[config.mk]
export PLATFORM = sky130hd
export DESIGN_NAME = ppt_ram
export DESIGN_NICKNAME = d
export VERILOG_FILES = /design/src/design/push_pop_trace_structure_classifier_defines.svh /design/src/design/ppt_ram.sv
export SDC_FILE = /design/constraint.sdc
export NUM_CORES = 1
export LEC_CHECK = 0
export BUFFER_PORTS_ARGS = -buffer_cell sky130_fd_sc_hd__buf_2
export CORE_MARGIN = 1
export CORE_UTILIZATION = 60
export CTS_BUF_LIST = sky130_fd_sc_hd__clkbuf_4
export CTS_CLUSTER_DIAMETER = 80
export DETAILED_ROUTE_END_ITERATION = 12
export HOLD_SLACK_MARGIN = 0.02
export PLACE_DENSITY = 0.84
export SLEW_MARGIN = 0
export SYNTH_ARGS = -nofsm -noshare
export SYNTH_HDL_FRONTEND = slang
export SYNTH_SLANG_ARGS = --single-unit
[constraint.sdc]
create_clock -name clk -period 2.8 [get_ports clk]
set_input_delay 0.56 -clock clk [delete_from_list [all_inputs] [get_ports clk]]
set_output_delay 0.56 -clock clk [all_outputs]
set_load 0.01 [all_outputs]
[src/design/push_pop_trace_structure_classifier_defines.svh]
// Assertion macros used by the classifier RTL.
`ifndef PUSH_POP_TRACE_STRUCTURE_CLASSIFIER_DEFINES_SVH
`define PUSH_POP_TRACE_STRUCTURE_CLASSIFIER_DEFINES_SVH

`ifndef SYNTHESIS

// Property that must hold at every rising clock edge outside reset.
`define PPT_ASSERT(lbl, clk, rst, prop, msg) \
    lbl: assert property (@(posedge clk) disable iff (!rst) (prop)) else $error(msg);

// Same-cycle implication.
`define PPT_ASSERT_IMPL(lbl, clk, rst, ante, cons, msg) \
    lbl: assert property (@(posedge clk) disable iff (!rst) (ante) |-> (cons)) else $error(msg);

// Next-cycle implication.
`define PPT_ASSERT_NEXT(lbl, clk, rst, ante, cons, msg) \
    lbl: assert property (@(posedge clk) disable iff (!rst) (ante) |=> (cons)) else $error(msg);

`else

`define PPT_ASSERT(lbl, clk, rst, prop, msg)
`define PPT_ASSERT_IMPL(lbl, clk, rst, ante, cons, msg)
`define PPT_ASSERT_NEXT(lbl, clk, rst, ante, cons, msg)

`endif

`endif

[src/design/ppt_ram.sv]
`default_nettype none

module ppt_ram #(
    parameter int WIDTH = 16,
    parameter int DEPTH = 64
) (
    input  wire logic                     clk,
    input  wire logic                     wr_en,
    input  wire logic [$clog2(DEPTH)-1:0] wr_addr,
    input  wire logic [WIDTH-1:0]         wr_data,
    input  wire logic [$clog2(DEPTH)-1:0] rd_addr,
    output logic      [WIDTH-1:0]         rd_data
);

    logic [WIDTH-1:0] mem [DEPTH];

    // Write port
    always_ff @(posedge clk)
    begin
        if (wr_en)
        begin
            mem[wr_addr] <= wr_data;
        end
    end

    // Registered read port
    always_ff @(posedge clk)
    begin
        rd_data <= mem[rd_addr];
    end

endmodule

`default_nettype wire

# --- Yosys cells after proc, flatten, opt, wreduce, memory -nomap -nowiden ---
# Memory sizes are Yosys's and may differ from the RTL's. A register that Yosys moved wholly into a read port is not among the register bits.
# Cells that the tools add are included.
word_totals:
  ff_bits: 0
  ram_bits: 1024
  out_inout_bits: 16
  n_memories: 1
op_classes:
  mux: 2
memory_table:
  columns: ["memory", "depth", "word_bits", "rd", "rd_clocked_by_memory_dff", "wr", "line", "source"]
  rows:
  - ["mem", 64, 16, 1, 1, 1, "ppt_ram.sv:15", "logic [WIDTH-1:0] mem [DEPTH];"]
op_table:
  columns: ["cell", "count"]
  rows:
  - ["1-bit two-way mux", 2]

# --- Logic depth before layout (Yosys ltp) ---
logic_depth:
  ltp_word: 2
  ltp_mapped: 10

# --- Least setup slack after synthesis ---
# OpenSTA, ideal clock, no wires.
synth_path:
  path_kind: "in2reg"
  start: "in wr_addr[3]"
  end: "mem mem[48][0], enable pin"
  setup_ps: 409
  arrival_ps: 2186
  t_required_ps: 2391
  path_slack_ps: 205
  stages: 4
  n_path_buf: 1
  cell_sequence: "clkbuf_1 > nor2b_1 > nand4b_1 > nor3_1"
synth_lines:
  columns: ["item", "line", "source"]
  rows:
  - ["start, declared", "ppt_ram.sv:9", "input wire logic [$clog2(DEPTH)-1:0] wr_addr,"]
  - ["end, declared", "ppt_ram.sv:15", null]
# Straight into the memory's write port.

# --- Worst setup path after layout ---
layout_path:
  start: "reg rd_data[1] (read register of mem)"
  end: "out rd_data[1]"
layout_lines:
  columns: ["item", "line", "source"]
  rows:
  - ["start, declared", "ppt_ram.sv:12", "output logic [WIDTH-1:0] rd_data"]
# No word-level cell between the ends.

==> metrics.md <==
| Metric | Value |
|---|---|
| Vias per inst | `6.45` |
| Post-synthesis adder-cell area fraction | `0` |
| Tcrit/Tclk final | `0.819` |
| Pin count of the biggest net entering global routing | `65` |
| Clock Tree Root | `clkbuf_4` |
| Grt ovf | `0` |
| Cells on Worst Hold Path | `1` |
| Post-route setup slack | `0.507 ns` |
| Syn Area/Cell | `21.9 µm²` |
| Combinational family with the most area after synthesis | `multiplexers` |
| Mapped Area | `0.0400 mm²` |
| Critical Path AT | `1.73 ns` |
| Worst slew margin | `0.393` |
| Register area | `0.0311 mm²` |
| R2R setup slack | `0.64 ns` |
| Pins Over Slew Limit | `0` |
| DR vias | `21100` |
| Pint | `0.0239 W` |
| Most common library cells after synthesis | `edfxtp_1, mux4_2, mux2i_1, nor2_1, nand2_1` |
| Cells along the critical path | `buf_2` |
| Count of flip-flops with a built-in enable after synthesis | `1024` |
| IO Pins | `46` |
| Worst Max-Slew Pin Slew | `0.910 ns` |
| TritonCTS Sinks | `1040` |
| Total CTS buffers | `237` |
| Post-Syn Nets | `1859` |
| Final WL | `94600 µm` |
| Setup-failing EPs final | `0` |
| Final Critical Period | `2.29 ns` |
| Final #Nets | `2241` |
| Setup crit start kind | `register` |
| Layout cell share with drive strength beyond 1 | `0.361` |
| R2R Path Start | `mem[61][3]` |
| Cell taking the most area after synthesis | `edfxtp_1` |
| Seq pwr share | `0.560` |
| Most common cell in the netlist | `edfxtp_1` |
| Antenna viol nets, final | `0` |
| Switch Pwr | `0.00693 W` |
| Mux cell area share after synthesis | `0.155` |
| GRT Overall Usage | `0.288` |
| Drt first pass iters | `8` |
| Clock skew | `0.0631 ns` |
| Synth Area in XOR/XNOR | `0` |
| HPWL Detailed | `58100 µm` |
| CP Capture Type | `output port` |
| Setup_tns | `0 ns` |
| Initial antenna violation count | `9` |
| Kind of critical path | `register to output port` |
| Clock-pin slew on the worst setup and hold paths | `0.07 ns` |
| Sw Share | `0.225` |
| Top cell type's share of synthesized area | `0.768` |
| Vias in the first global route | `21700` |
| # rows | `94` |
| CP peak stage delay | `0.46 ns` |
| Starting density of the core | `0.608` |
| IO Port Bufs | `45` |
| Crit-path max FO | `1` |
| Worst R2R End | `rd_data[3]` |
| Post-Place Cell Area | `0.0424 mm²` |
| Hold endpoint | `mem[56][6]` |
| Multi-input logic area | `0.00825 mm²` |
| Combinational power share | `0.056` |
| Post-CTS Resized | `0` |
| Starting DRT DRC Count | `2742` |
| Final cell count without fillers | `3278` |
| Final Hold Vio Count | `0` |
| DRC errors left | `0` |
| RSZ-0062 raised after global routing | `no` |
| First-pass GRT wire length | `138000 µm` |
| Lkg Pwr | `15.1 nW` |
| TritonCTS clock tree | `done` |
| FMAX | `436 MHz` |
| Status | `finished, final reports clean` |
| Clock Tree Buf Depth | `3` |
| HP Start | `wr_data[6]` |
| Seq/Total Area, Yosys | `0.776` |
| Die Wd | `260 µm` |
| Post-Synth Simple-Gate Area | `0.0265` |
| Die height | `260 µm` |
| Synth top area cells | `edfxtp_1, mux4_2, mux2i_1, dfxtp_1, mux2_2` |
| Die ar. | `0.0678 mm²` |
| CTS H-tree lvls | `4` |
| Hold Crit Class | `input port to register` |
| Worst hold slack | `0.103 ns` |
| Core area | `0.0659 mm²` |
| Buf/Inv on CP | `1` |
| CP required | `2.24 ns` |
| Top delay family on crit path | `flip-flops` |
| Worst skew pair latency | `1.11 ns` |
| Area grow syn2layout | `13.9%` |
| #FFs+latches synth | `1040` |
| WL/cell | `28.9 µm` |
| Power share of the clock group | `0.384` |
| Synth Flop Type | `edfxtp_1` |
| R2r worst-path depth | `5` |
| Max IR drop VDD | `0.437 mV` |
| Compound-Gate Fraction of Synth Area | `0.0241` |
| Crit-path slowest cell | `dfxtp_1` |
| Mapped Cells | `1829` |
| Post-synth cell types | `43` |
| Max cap viols | `0` |
| Placed cell count | `2824` |
| GP Congestion | `0.894` |
| Ys Warns | `0` |
| Fillcell total | `3740` |
| Final instance area | `0.0456 mm²` |
| Pwr per Cell Area | `677 mW/mm²` |
| Synth async-reset ratio | `0` |
| DP Worst Slack | `-0.263 ns` |
==> layout by cell type (no fill, tap or decap), types with 12 or more instances in the layout <==
cell,Yosys,final
a21oi_1,17,17
a221oi_1,16,16
a22oi_1,39,39
buf_12,5,23
buf_2,36,42
buf_4,13,167
clkbuf_4,1,357
clkinv_1,0,57
dfxtp_1,16,16
dlygate4sd3_1,0,12
edfxtp_1,1024,1024
mux2_2,27,27
mux2i_1,85,85
mux4_2,220,220
nand2_1,59,59
nand3_1,24,24
nand4_1,12,12
nor2_1,72,71
nor2b_1,30,30
==> worst max path at each step <==
stage                          start         end  cells after the start  slack (ns)
after floorplan           wr_addr[3]  mem[48][0]                      4        0.21
after global placement    rd_addr[0]  rd_data[3]                      6       -0.23
after detailed placement  rd_addr[0]  rd_data[3]                      7       -0.26
after CTS                 rd_data[2]  rd_data[2]                      1        0.44
after global routing      rd_data[3]  rd_data[3]                      1        0.46
final                     rd_data[1]  rd_data[1]                      1        0.51
==> per-layer routing <==
metal  track usage  vias to the layer above  routed length, µm
met3        0.0884                      258              11900
met2         0.452                     1621              45800
met4         0.138                        8               4140
li1              -                     8624                  -
met5             0                        -                 54
met1         0.371                    10600              32700
==> metrics by stage <==
| stage | util | total power (W) |
|---|---|---|
| after floorplan | - | 0.0185 |
| after global routing | 0.692 | 0.0319 |
| after detailed placement | 0.643 | 0.0193 |
| after CTS | 0.692 | 0.0310 |
| final | 0.692 | 0.0309 |
| after global placement | 0.643 | 0.0192 |
==> flip-flops by register name, indices dropped and copies added (netlist names) <==
name and count:
mem 1024, rd_data 16
==> power by group through the flow <==
stage	combinational, W	sequential [W]	clock, W
finish	0.00173	0.0173	0.0119
global route	0.00181	0.0173	0.0128
CTS	0.00172	0.0173	0.0120
detailed placement	0.00169	0.0176	0
global placement	0.00163	0.0176	0
floorplan	0.000892	0.0176	0
==> logic make-up after synthesis <==
| group | count (synthesis) |
|---|---|
| buffers and inverters | 104 |
| muxes | 336 |
| and+or+nand+nor | 220 |
| DFF | 1040 |
| AOI/OAI and AO/OA | 129 |
==> cell type report <==
type,count,area share
sequential,1040,0.681
multi-input combinational,685,0.181
clock buffer,357,0.0588
timing repair buffer,247,0.0457
tap,864,0.0237
clock inverter,78,0.00900
antenna,7,0.000384
==> repair_timing <==
item | in CTS | in global routing
setup buffers | 0 | 0
hold buffers | 12 | 0
endpoints found under the hold margin | 211 | 0
No activity file was read; power rests on OpenSTA's default activity.
