`config.mk`:
```
export PLATFORM = sky130hd
export DESIGN_NAME = ppt_cell
export DESIGN_NICKNAME = d
export VERILOG_FILES = /design/src/design/push_pop_trace_structure_classifier_defines.svh /design/src/design/ppt_pkg.sv /design/src/design/ppt_cell.sv
export SDC_FILE = /design/constraint.sdc
export NUM_CORES = 1
export LEC_CHECK = 0
export BUFFER_PORTS_ARGS = -buffer_cell sky130_fd_sc_hd__buf_2
export CAP_MARGIN = 20
export CORE_ASPECT_RATIO = 2
export CORE_UTILIZATION = 40
export CTS_CLUSTER_SIZE = 8
export DETAILED_ROUTE_END_ITERATION = 12
export HOLD_SLACK_MARGIN = 0.1
export PLACE_DENSITY = 0.76
export SLEW_MARGIN = 20
export SYNTH_ARGS = -nofsm -noshare
export SYNTH_HDL_FRONTEND = slang
export SYNTH_SLANG_ARGS = --single-unit
```
`constraint.sdc`:
```
create_clock -name clk -period 2.8 [get_ports clk]
set_clock_uncertainty 0.1 [all_clocks]
set_input_delay 0.42 -clock clk [delete_from_list [all_inputs] [get_ports clk]]
set_output_delay 0.42 -clock clk [all_outputs]
set_load 0.05 [all_outputs]
```
`src/design/push_pop_trace_structure_classifier_defines.svh`:
```
// Assertion macros used by the classifier RTL.
`ifndef PUSH_POP_TRACE_STRUCTURE_CLASSIFIER_DEFINES_SVH
`define PUSH_POP_TRACE_STRUCTURE_CLASSIFIER_DEFINES_SVH

`ifndef SYNTHESIS

// Property that must hold at every rising clock edge outside reset.
`define PPT_ASSERT(lbl, clk, rst, prop, msg) \
    lbl: assert property (@(posedge clk) disable iff (!rst) (prop)) else $error(msg);

// Same-cycle implication.
`define PPT_ASSERT_IMPL(lbl, clk, rst, ante, cons, msg) \
    lbl: assert property (@(posedge clk) disable iff (!rst) (ante) |-> (cons)) else $error(msg);

// Next-cycle implication.
`define PPT_ASSERT_NEXT(lbl, clk, rst, ante, cons, msg) \
    lbl: assert property (@(posedge clk) disable iff (!rst) (ante) |=> (cons)) else $error(msg);

`else

`define PPT_ASSERT(lbl, clk, rst, prop, msg)
`define PPT_ASSERT_IMPL(lbl, clk, rst, ante, cons, msg)
`define PPT_ASSERT_NEXT(lbl, clk, rst, ante, cons, msg)

`endif

`endif

```
`src/design/ppt_pkg.sv`:
```
`default_nettype none

package ppt_pkg;

    // Operation codes of an input beat
    localparam logic [1:0] FUNC_PUSH  = 2'd0;
    localparam logic [1:0] FUNC_POP   = 2'd1;
    localparam logic [1:0] FUNC_CLEAR = 2'd2;

    // Verdict codes of a result beat
    localparam logic [2:0] VERDICT_NOT_SURE   = 3'd0;
    localparam logic [2:0] VERDICT_STACK      = 3'd1;
    localparam logic [2:0] VERDICT_QUEUE      = 3'd2;
    localparam logic [2:0] VERDICT_PRIORITY   = 3'd3;
    localparam logic [2:0] VERDICT_IMPOSSIBLE = 3'd4;

    // Bit positions in the candidate live mask
    localparam int LIVE_STACK = 0;
    localparam int LIVE_QUEUE = 1;
    localparam int LIVE_PRIO  = 2;

    typedef struct packed {
        logic [1:0]         func;
        logic signed [15:0] value;
    } item_t;

    typedef struct packed {
        logic [2:0] verdict;
        logic       could_be_stack;
        logic       could_be_queue;
        logic       could_be_priority;
        logic       overflowed;
    } result_t;

    // Command broadcast to every cell of the sorted row
    typedef struct packed {
        logic push;
        logic pop;
        logic clear;
    } cell_ctrl_t;

endpackage

`default_nettype wire

```
`src/design/ppt_cell.sv`:
```
`default_nettype none

module ppt_cell #(
    parameter int VALUE_BITS = 16
) (
    input  wire logic                         clk,
    input  wire logic                         rst_n,
    input  wire ppt_pkg::cell_ctrl_t          ctrl,
    input  wire logic signed [VALUE_BITS-1:0] push_value,
    input  wire logic                         left_keep,
    input  wire logic signed [VALUE_BITS-1:0] left_value,
    input  wire logic                         left_occ,
    input  wire logic signed [VALUE_BITS-1:0] right_value,
    input  wire logic                         right_occ,
    output logic                              keep,
    output logic signed [VALUE_BITS-1:0]      value,
    output logic                              occ
);

    import ppt_pkg::*;

    logic                         occ_reg;
    logic                         occ_next;
    logic signed [VALUE_BITS-1:0] value_reg;
    logic signed [VALUE_BITS-1:0] value_next;

    // Row is sorted descending: a cell keeps its entry if it is occupied and not below the new value
    assign keep  = occ_reg && (value_reg >= push_value);
    assign value = value_reg;
    assign occ   = occ_reg;

    always_comb
    begin
        occ_next   = occ_reg;
        value_next = value_reg;
        if (ctrl.clear)
        begin
            occ_next = 1'b0;
        end
        else if (ctrl.push)
        begin
            if (!keep)
            begin
                // Take the new value at the insertion point, else shift down from the left
                if (left_keep)
                begin
                    value_next = push_value;
                    occ_next   = 1'b1;
                end
                else
                begin
                    value_next = left_value;
                    occ_next   = left_occ;
                end
            end
        end
        else if (ctrl.pop)
        begin
            // Advance toward the head
            value_next = right_value;
            occ_next   = right_occ;
        end
    end

    always_ff @(posedge clk or negedge rst_n)
    begin
        if (!rst_n)
        begin
            occ_reg <= 1'b0;
        end
        else
        begin
            occ_reg <= occ_next;
        end
    end

    always_ff @(posedge clk)
    begin
        value_reg <= value_next;
    end

endmodule

`default_nettype wire

```
Word-level counts from Yosys, hierarchy flattened
Index checks and enable logic that the tools add are counted.

Reduce and logical (&&, ||, !) cells: 5. Eq/ne operators: 2. Order comparisons: 1. Bitwise logic cells: 1. Multiplexer cells: 9.

Operators with widths (count): $mux W16 (4); $ge A16 B16 Y1 (1); $mux W1 (5); $ne A3 B3 Y1 const B (1); $reduce_and A3 Y1 (1); $reduce_bool A3 Y1 (1); $ne A2 B2 Y1 const B (1); $reduce_and A2 Y1 (1); $reduce_bool A2 Y1 (1); $logic_and A1 B1 Y1 (1); $not A1 Y1 (1).

Flip-flop bits (word level): 17. Word-level logic and storage cells: 20. Output and inout bits: 18. Input bits: 56.

Logic depth before layout (Yosys ltp)
Gate-level depths: netlist of run 1.

Depth in word-level cells: 5. Mapped depth: 8. Gate-level depth less buffers: 8.

Least setup slack after synthesis of run 1
OpenSTA, ideal clock, no wires.

Kind: register to register. Start point: register value_reg[15] (netlist: value[15]). End point: register value_reg[0] (netlist: value[0]) (enable). Path buffers: 0. Path slack: -0.308 ns. Stages on the path, launching flop included: 7. Required time: 2.309 ns. Library setup time: 0.391 ns. Period minus slack after synthesis: 3.108 ns. Arrival time: 2.617 ns. Cell sequence: edfxtp_1 -> ha_1 -> nand4_1 -> nor3_1 -> a21o_2 -> mux2_4 -> a311oi_2.

Cells in the longest elaborated chain, start to end: 4.

Ends and longest elaborated chain: from (decl) (line ppt_cell.sv:24) `logic signed [VALUE_BITS-1:0] value_reg;`; from (signal assigned) (line ppt_cell.sv:79) `value_reg <= value_next;`; $ge A16 B16 Y1 (line ppt_cell.sv:28) `assign keep = occ_reg && (value_reg >= push_value);`; $logic_and A1 B1 Y1 (line ppt_cell.sv:28); $ne A2 B2 Y1 (no source line); $reduce_and A3 Y1 (no source line).

Every way passes these cells. A chain may end at the register's enable or synchronous reset.

Worst setup path in the final report of run 1
Start point: register value_reg[15] (netlist: value[15]). End point: output port keep.

Cells in the longest elaborated chain, start to end: 2.

Ends and longest elaborated chain: $ge A16 B16 Y1 (line ppt_cell.sv:28); $logic_and A1 B1 Y1 (line ppt_cell.sv:28); to (decl) (line ppt_cell.sv:15) `output logic keep,`.

Every way passes these cells.

==> results of run 1 <==
-- cell families (layout without fill, tap and decap cells) --
| kind of cell | count (synthesis) | after routing | share of synthesized area (%) |
|---|---|---|---|
| AOI/OAI and AO/OA | 31 | 31 | 14.67 |
| adders and majority gates | 16 | 16 | 15.24 |
| buffers and inverters | 23 | 97 | 6.762 |
| DFF | 17 | 17 | 38.48 |
| muxes | 18 | 18 | 14.19 |
| and+or+nand+nor | 33 | 33 | 10.67 |
-- routing by layer --
metal  share of wire, %  wire [um]  GRT usage (%)  vias up
met5                  0          0              0        -
met4                1.2         38          5.682        0
met3                4.2        129          2.609        5
met2                 60       1826          36.78       40
met1                 35       1065          17.42      559
li1                   -          -              -      641
-- cell type report --
class                      instances  share of cell area, %
multi-input combinational         98                  41.60
tap                               31                  2.171
timing repair buffer              76                  21.85
clock buffer                       4                  2.521
inverter                          17                  3.571
sequential                        17                  28.29
-- what timing repair did --
item	CTS	global route
setup buffers	0	0
endpoints found under the hold margin	1	0
hold buffers	1	0
-- layout by cell type (no fill, tap or decap), types with 2 or more instances in the layout --
cell type and count:
nand2_1 5, buf_4 2, clkbuf_8 3, edfxtp_1 16
a21oi_1 21, nand4_1 4, nor2_1 21, inv_1 17
ha_1 15, buf_2 73, mux2i_1 16
-- per-stage QoR --
stage	cells	hold slack [ns]	setup slack, ns	area, um2	power, mW
after floorplan	138	0.02441	0.004143	1338	0.5000
after global placement	238	0.09709	0.2545	1732	0.5819
after detailed placement	238	0.09581	0.2665	1732	0.5878
after CTS	243	0.3640	0.1069	1787	0.7705
after global routing	243	0.3614	0.009438	1787	0.8062
final	243	0.3687	0.1181	1787	0.7642
-- path summary, 6_finish.rpt --
check / from / slack, ns / to / cells after the start
setup / recovery: value[15] / 0.12 / keep / 7
hold / removal: rst_n / 0.37 / occ / 2
setup reg to reg: value[15] / 0.41 / value[5] / 7
hold reg to reg: occ / 0.70 / occ / 3
max in group asynchronous: rst_n / 2.15 / occ / 2
min in group clk: ctrl[0] / 0.37 / occ / 3
-- power by group through the flow --
stage               logic, mW  registers [mW]  clock network, mW
floorplan               0.117           0.383                  0
global placement        0.261           0.321                  0
detailed placement      0.266           0.322                  0
CTS                     0.268           0.316              0.186
global route            0.289           0.318              0.199
finish                  0.265           0.316              0.184
==> flow_summary.yaml, run 1 <==
run_status:
  status: "complete, no violations"
clock_tree:
  cts_buffers: 3
  htreeDepth: 1
  cts_tree: "built"
  insertion_delay_ns: 0.25
  cts.reportedPaths.clkPinSlew_ns: 0.06
  ctsResizeCount: 0
  clockBufferDepth: 2
  ctsRootBufferMaster: "clkbuf_8"
  cts.sinks: 17
drt:
  drtAntennaViolNets: 0
  vias: 1245
  drc_errors: 0
  first_pass_iters: 4
  routedWlPerCell_um: 12.59
  viasPerCell: 5.123
  drtIter0Drc: 17
  wirelength_um: 3060
placed_design:
  numPortBuffers: 73
  place.gp.congestion: 0.7305
  place_hpwl_um: 2558
logic_synthesis:
  yosysTopAreaCellShare_pct: 36.57
  syn_inst: 138
  syn_area_mm2: 0.001314
  ys_seq_elements: 17
  synth_cell_types: 27
  synthTopCellsByCount: "a21oi_1, nor2_1, inv_1"
  synth_edf_count: 16
  ys_seq_area_share_pct: 38.48
  syn_area_per_cell_um2: 9.520
  synthTopCellsByArea: "edfxtp_1, ha_1, mux2i_1"
  yosys.area.top_type: "edfxtp_1"
  synth_fp_nets: 210
  ys.warnings.count: 0
  synth_flop_cell: "edfxtp_1"
  synthArstFlopShare_pct: 5.882
layout:
  ff_latch_area_um2: 505.5
  diodes: 0
  drive_gt1_share_pct: 40.09
  nNetsFinal: 285
  area_delta_synth_final_pct: 36.00
  fill_cells: 310
  largest_reg_flops: 16
  multi_input_area_um2: 743.2
  fin_util_pct: 56.60
floorplan:
  die_h_um: 83.05
  start_util_pct: 41.62
  num_io_pins: 74
  rows: 29
  die_area_mm2: 0.003532
  core_mm2: 0.003157
  die_x_um: 42.53
timing:
  timing.final.crit_share_pct: 95.78
  fmax_mhz: 372.9
  rsz0062_at_grt: "no"
  tns_ns: 0
  fin_crit_ns: 2.682
  worst_pin_slew_ns: 0.6230
  max-slew-margin-rel_pct: 58.47
  setup_viol: 0
  final-max-slew-violation-count: 0
  finalHoldViolCount: 0
worst_setup_path:
  path_cells: "ha_4 -> nand4_1 -> nor3_1 -> a21o_2 -> mux2_4 -> and2_1 -> buf_2"
  worst_path_max_delay_cell: "edfxtp_1"
  worstPathRequired_ns: 2.28
  critPathMaxFanout: 3
  cp.arrival_ns: 2.16
  critPathTopFamily: "simple AND/OR/NAND/NOR gates"
  critPathCaptureType: "output pin"
  cp-start-kind: "flip-flop"
  critPathMaxStageDelay_ns: 0.44
  path_buf_inv: 1
  crit_type: "reg2out"
job:
  maxCapViolCount: 0
power:
  p_sw_mw: 0.2574
  combPwrFrac_pct: 34.7
  internal_power_mw: 0.5067
  powerDensity_mw_per_mm2: 427.7
  ir_drop_mv: 0.3112
  pwr-share-seq_pct: 41.3
  cellLeakagePower_nw: 0.9213
  switching_share_pct: 33.69
  clockPowerShare_pct: 24.0
global_routing:
  track_usage_pct: 18.23
  grt_pass1_vias: 1247
  grt-ovfl-total: 0
  grt_antenna_before_repair: 0
  grt_max_degree: 37
  grt_pass1_wl_um: 4995
min_path:
  hp-class: "in2async"
Note: power is estimated with default switching activity, not from simulation.
==> run 2: changes to the inputs <==
--- a/config.mk
+++ b/config.mk
@@ -7,12 +7,14 @@
 export LEC_CHECK = 0
 export BUFFER_PORTS_ARGS = -buffer_cell sky130_fd_sc_hd__buf_2
 export CAP_MARGIN = 20
+export CELL_PAD_IN_SITES_DETAIL_PLACEMENT = 0
+export CELL_PAD_IN_SITES_GLOBAL_PLACEMENT = 1
 export CORE_ASPECT_RATIO = 2
-export CORE_UTILIZATION = 40
+export CORE_UTILIZATION = 28
 export CTS_CLUSTER_SIZE = 8
 export DETAILED_ROUTE_END_ITERATION = 12
 export HOLD_SLACK_MARGIN = 0.1
-export PLACE_DENSITY = 0.76
+export PLACE_DENSITY_LB_ADDON = 0.1
 export SLEW_MARGIN = 20
 export SYNTH_ARGS = -nofsm -noshare
 export SYNTH_HDL_FRONTEND = slang
==> run 2 against run 1 <==
Against the previous run:
- setup slack got worse by 0.017 ns
- sequential cell count stayed put
- hold slack got worse by 0.014 ns
- register-to-register slack worse by 0.03 ns
- maximum frequency decreased by 0.63%
- final cell count rose by 9.9%
- largest cell class unchanged
==> flow_summary.yaml, run 2 (synthesis results as in run 1) <==
run_status:
  status: "complete, no violations"
layout:
  mostFrequentLayoutCell: "buf_2"
  nNetsFinal: 286
  drive_gt1_share_pct: 40.85
  multi_input_area_um2: 748.2
  ff_latch_area_um2: 505.5
  area_delta_synth_final_pct: 39.14
  largest_reg_flops: 16
  fin_util_pct: 41.32
  layout_common_cells: "buf_2, nor2_1, a21oi_1"
  fill_cells: 469
  diodes: 0
drt:
  routedWlPerCell_um: 12.24
  drc_errors: 0
  drtAntennaViolNets: 0
  wirelength_um: 3268
  vias: 1225
  first_pass_iters: 3
  viasPerCell: 4.588
  drtIter0Drc: 9
global_routing:
  grt-busiest-layer: "met2"
  met3_usage_pct: 1.389
  grtUsageMet1_pct: 13.11
  grt-ovfl-total: 0
  grt_pass1_wl_um: 5257
  grt_use_met2_pct: 27.90
  grt_antenna_before_repair: 0
  track_usage_pct: 13.70
  grt_pass1_vias: 1270
  grt_max_degree: 37
worst_setup_path:
  crit_type: "reg2out"
  critPathCaptureType: "output pin"
  critPathCapture: "keep"
  timing.rr.end: "value[7]"
  cp-start-kind: "flip-flop"
  timing.rr.start: "value[3]"
  cp-startpoint: "value[3]"
  critPathMaxFanout: 3
  worstPathRequired_ns: 2.28
  reg2reg_slack_ns: 0.38
  rr_worst_depth: 7
  cp.arrival_ns: 2.18
clock_tree:
  htreeDepth: 1
  ctsRootBufferMaster: "clkbuf_8"
  cts_buffers: 3
  clockBufferDepth: 2
  cts_tree: "built"
  insertion_delay_ns: 0.25
  cts.sinks: 17
  cts.reportedPaths.clkPinSlew_ns: 0.07
power:
  p_total_mw: 0.7680
  ir_drop_mv: 0.2460
  cellLeakagePower_nw: 0.9261
  powerDensity_mw_per_mm2: 420.1
timing:
  max-slew-margin-rel_pct: 59.27
  tns_ns: 0
  fin_crit_ns: 2.699
  final-max-slew-violation-count: 0
  worst_pin_slew_ns: 0.6110
  timing.final.crit_share_pct: 96.38
  setup_viol: 0
  finalHoldViolCount: 0
  fmax_mhz: 370.5
  rsz0062_at_grt: "no"
floorplan:
  num_io_pins: 74
  rows: 34
  core_mm2: 0.004424
  die_x_um: 50.44
  start_util_pct: 29.69
  die_h_um: 98.87
  die_area_mm2: 0.004987
job:
  maxCapViolCount: 0
min_path:
  hp-class: "in2reg"
  hold_start: "ctrl[0]"
placed_design:
  place_hpwl_um: 2729
  place.gp.congestion: 0.6647
  numPortBuffers: 73
run 2: cell count changes in the layout (fill, tap and decap cells not counted):
cell / before / now
nor3_2: 0 / 1
buf_4: 2 / 3
nor3_1: 1 / 0
run 2: worst max-delay path, stage by stage (launching register included):
cell and delay (ns):
edfxtp_1 0.40, ha_1 0.34, a21oi_1 0.14, o21ai_0 0.13
a21o_2 0.22, mux2_4 0.33, and2_1 0.16, buf_2 0.20
run 2: worst min-delay path by stage:
stage	endpoint	slack, ns	depth (start not counted)
after floorplan	occ	0.02	0
after global placement	occ	0.1	1
after detailed placement	occ	0.1	1
after CTS	occ	0.35	3
after global routing	occ	0.36	2
final	occ	0.35	3
run 2: area by class of cell:
type                    count  share of cell area, %
flip-flops and latches     17                  27.65
inverters                  17                  3.491
multi-input cells          98                  40.93
well taps                  54                  3.696
clock buffers               4                  2.464
repair buffers             77                  21.77
run 2: repair_timing:
item	CTS	global route
setup buffers	0	1
resized for setup	0	1
hold buffers	1	0
endpoints found under the hold margin	1	0
endpoints found under the setup margin	0	1
run 2: per-layer routing:
layer	wire [um]	share of wire, %
met4	31	0.95
met2	1948	60
met3	156	4.8
met1	1132	35
met5	0	0
run 2: power by group:
part,switching [mW],total [mW],internal [mW]
Sequential,0.0115,0.315,0.303
Combinational,0.162,0.265,0.103
Clock,0.0873,0.188,0.101
Total,0.261,0.768,0.507
run 2: per-stage QoR:
step	area (um2)	hold slack (ns)	setup slack [ns]	instances
after global routing	1828	0.3590	0.003781	267
after CTS	1815	0.3475	0.04406	266
after global placement	1760	0.09601	0.2130	261
final	1828	0.3550	0.1013	267
after floorplan	1338	0.02441	0.004143	138
after detailed placement	1760	0.09613	0.2092	261
==> run 3: changes to the inputs <==
==> constraint.sdc (replaced) <==
create_clock -name clk -period 2.8 [get_ports clk]
set_clock_uncertainty 0.1 [all_clocks]
set_input_delay 0.42 -clock clk [delete_from_list [all_inputs] [get_ports clk]]
set_output_delay 0.42 -clock clk [all_outputs]
set_load 0.005 [all_outputs]
==> run 3 against run 2 <==
Against the previous run:
- via count increased by 1.5%
- non-clock buffer count did not move
- first-iteration DRC count shrank 33%
- power fell by 8.1%
- cell area shrank 0.68%
- utilization shrank 0.28 points
- final cell count is the same
- hold slack improved by 0.0079 ns
- global-route usage up 0.54 points
- routed wire length is 2.2% higher
- combinational power fell by 25%
- critical path type unchanged
==> flow_summary.yaml, run 3 (synthesis results as in run 1) <==
run_status:
  status: "complete, no violations"
timing:
  setup_viol: 0
  timing.final.crit_share_pct: 94.37
  final-max-slew-violation-count: 0
  rsz0062_at_grt: "no"
  finalHoldViolCount: 0
  tns_ns: 0
  worst_pin_slew_ns: 0.5136
  fmax_mhz: 378.4
  fin_crit_ns: 2.642
  max-slew-margin-rel_pct: 65.76
floorplan:
  die_x_um: 50.44
  die_h_um: 98.87
  start_util_pct: 29.69
  die_area_mm2: 0.004987
  rows: 34
  core_mm2: 0.004424
  num_io_pins: 74
global_routing:
  grt_pass1_vias: 1287
  grt_max_degree: 20
  grt_pass1_wl_um: 5437
  grt-ovfl-total: 0
  track_usage_pct: 14.24
  grt_antenna_before_repair: 0
drt:
  viasPerCell: 4.655
  vias: 1243
  wirelength_um: 3339
  drc_errors: 0
  drtIter0Drc: 6
  routedWlPerCell_um: 12.51
  drtAntennaViolNets: 0
  first_pass_iters: 4
placed_design:
  place_hpwl_um: 2777
  numPortBuffers: 73
  place.gp.congestion: 0.6971
layout:
  mostFrequentLayoutCell: "buf_2"
  nNetsFinal: 286
  drive_gt1_share_pct: 40.38
  diodes: 0
  largest_reg_flops: 16
  area_delta_synth_final_pct: 38.19
  fin_util_pct: 41.04
  layout_common_cells: "buf_2, nor2_1, a21oi_1"
job:
  maxCapViolCount: 0
clock_tree:
  cts_tree: "built"
  htreeDepth: 1
  insertion_delay_ns: 0.26
  clockBufferDepth: 2
  ctsRootBufferMaster: "clkbuf_8"
  cts.reportedPaths.clkPinSlew_ns: 0.07
  cts.sinks: 17
  cts_buffers: 3
  post_cts_buffers: 0
min_path:
  hp-class: "in2async"
worst_setup_path:
  cp.arrival_ns: 2.12
  critPathCaptureType: "output pin"
  crit_type: "reg2out"
  worstPathRequired_ns: 2.28
  critPathMaxFanout: 3
  cp-start-kind: "flip-flop"
power:
  powerDensity_mw_per_mm2: 388.7
  ir_drop_mv: 0.2546
  cellLeakagePower_nw: 0.9261
## run 3: cell counts in the layout (fill, tap and decap cells not counted)
Identical to the previous run, type by type.
## run 3: power by group
part / total (mW) / switching [mW] / internal (mW)
sequential: 0.315 / 0.0115 / 0.303
clock: 0.193 / 0.0919 / 0.101
combinational: 0.198 / 0.0971 / 0.101
total: 0.706 / 0.200 / 0.505
## run 3: metal layers
layer	part of all wire (%)	vias up	track usage (%)
met2	57	44	28.21
met4	1.8	0	5.769
met3	4.2	5	1.698
met1	37	548	14.01
met5	0	-	0
li1	-	646	-
## run 3: per-stage QoR
step                power, mW  hold slack [ns]  instances  setup slack (ns)  instance area [um2]
detailed placement     0.5228          0.09929        262           0.09700                 1755
CTS                    0.7174           0.3536        267            0.1107                 1810
global route           0.7530           0.3698        267           0.04513                 1815
finish                 0.7057           0.3629        267            0.1575                 1815
global placement       0.5176          0.09652        262            0.2039                 1755
floorplan              0.4317          0.02441        138            0.1712                 1325
## run 3: area by class of cell
class	instances	area [um2]
Timing Repair Buffer	77	397.9
Multi-Input combinational cell	98	735.7
Fill cell	469	2609
Clock buffer	4	45.04
Tap cell	54	67.56
Sequential cell	17	505.5
Inverter	17	63.81
## run 3: critical path, cell delays in order, from the launching register on
cell and delay (ns):
edfxtp_1 0.40, ha_1 0.34, nand4_1 0.17, nor3_2 0.19, a21o_2 0.15, mux2_4 0.32
and2_1 0.17, buf_2 0.12
## run 3: what timing repair did
item	in CTS	in global routing
endpoints found under the setup margin	0	1
hold endpoints to repair	1	0
resized for setup	0	1
hold buffers	1	0
## run 3: path summary, 6_finish.rpt
path / slack [ns] / cells after the start / start / to
max in group asynchronous: 2.15 / 2 / rst_n / occ
worst max register to register: 0.29 / 7 / value[15] / value[2]
worst min-delay path: 0.36 / 2 / rst_n / occ
worst max-delay path: 0.16 / 7 / value[15] / keep
min in group clk: 0.37 / 3 / ctrl[0] / occ
worst min register to register: 0.70 / 3 / occ / occ
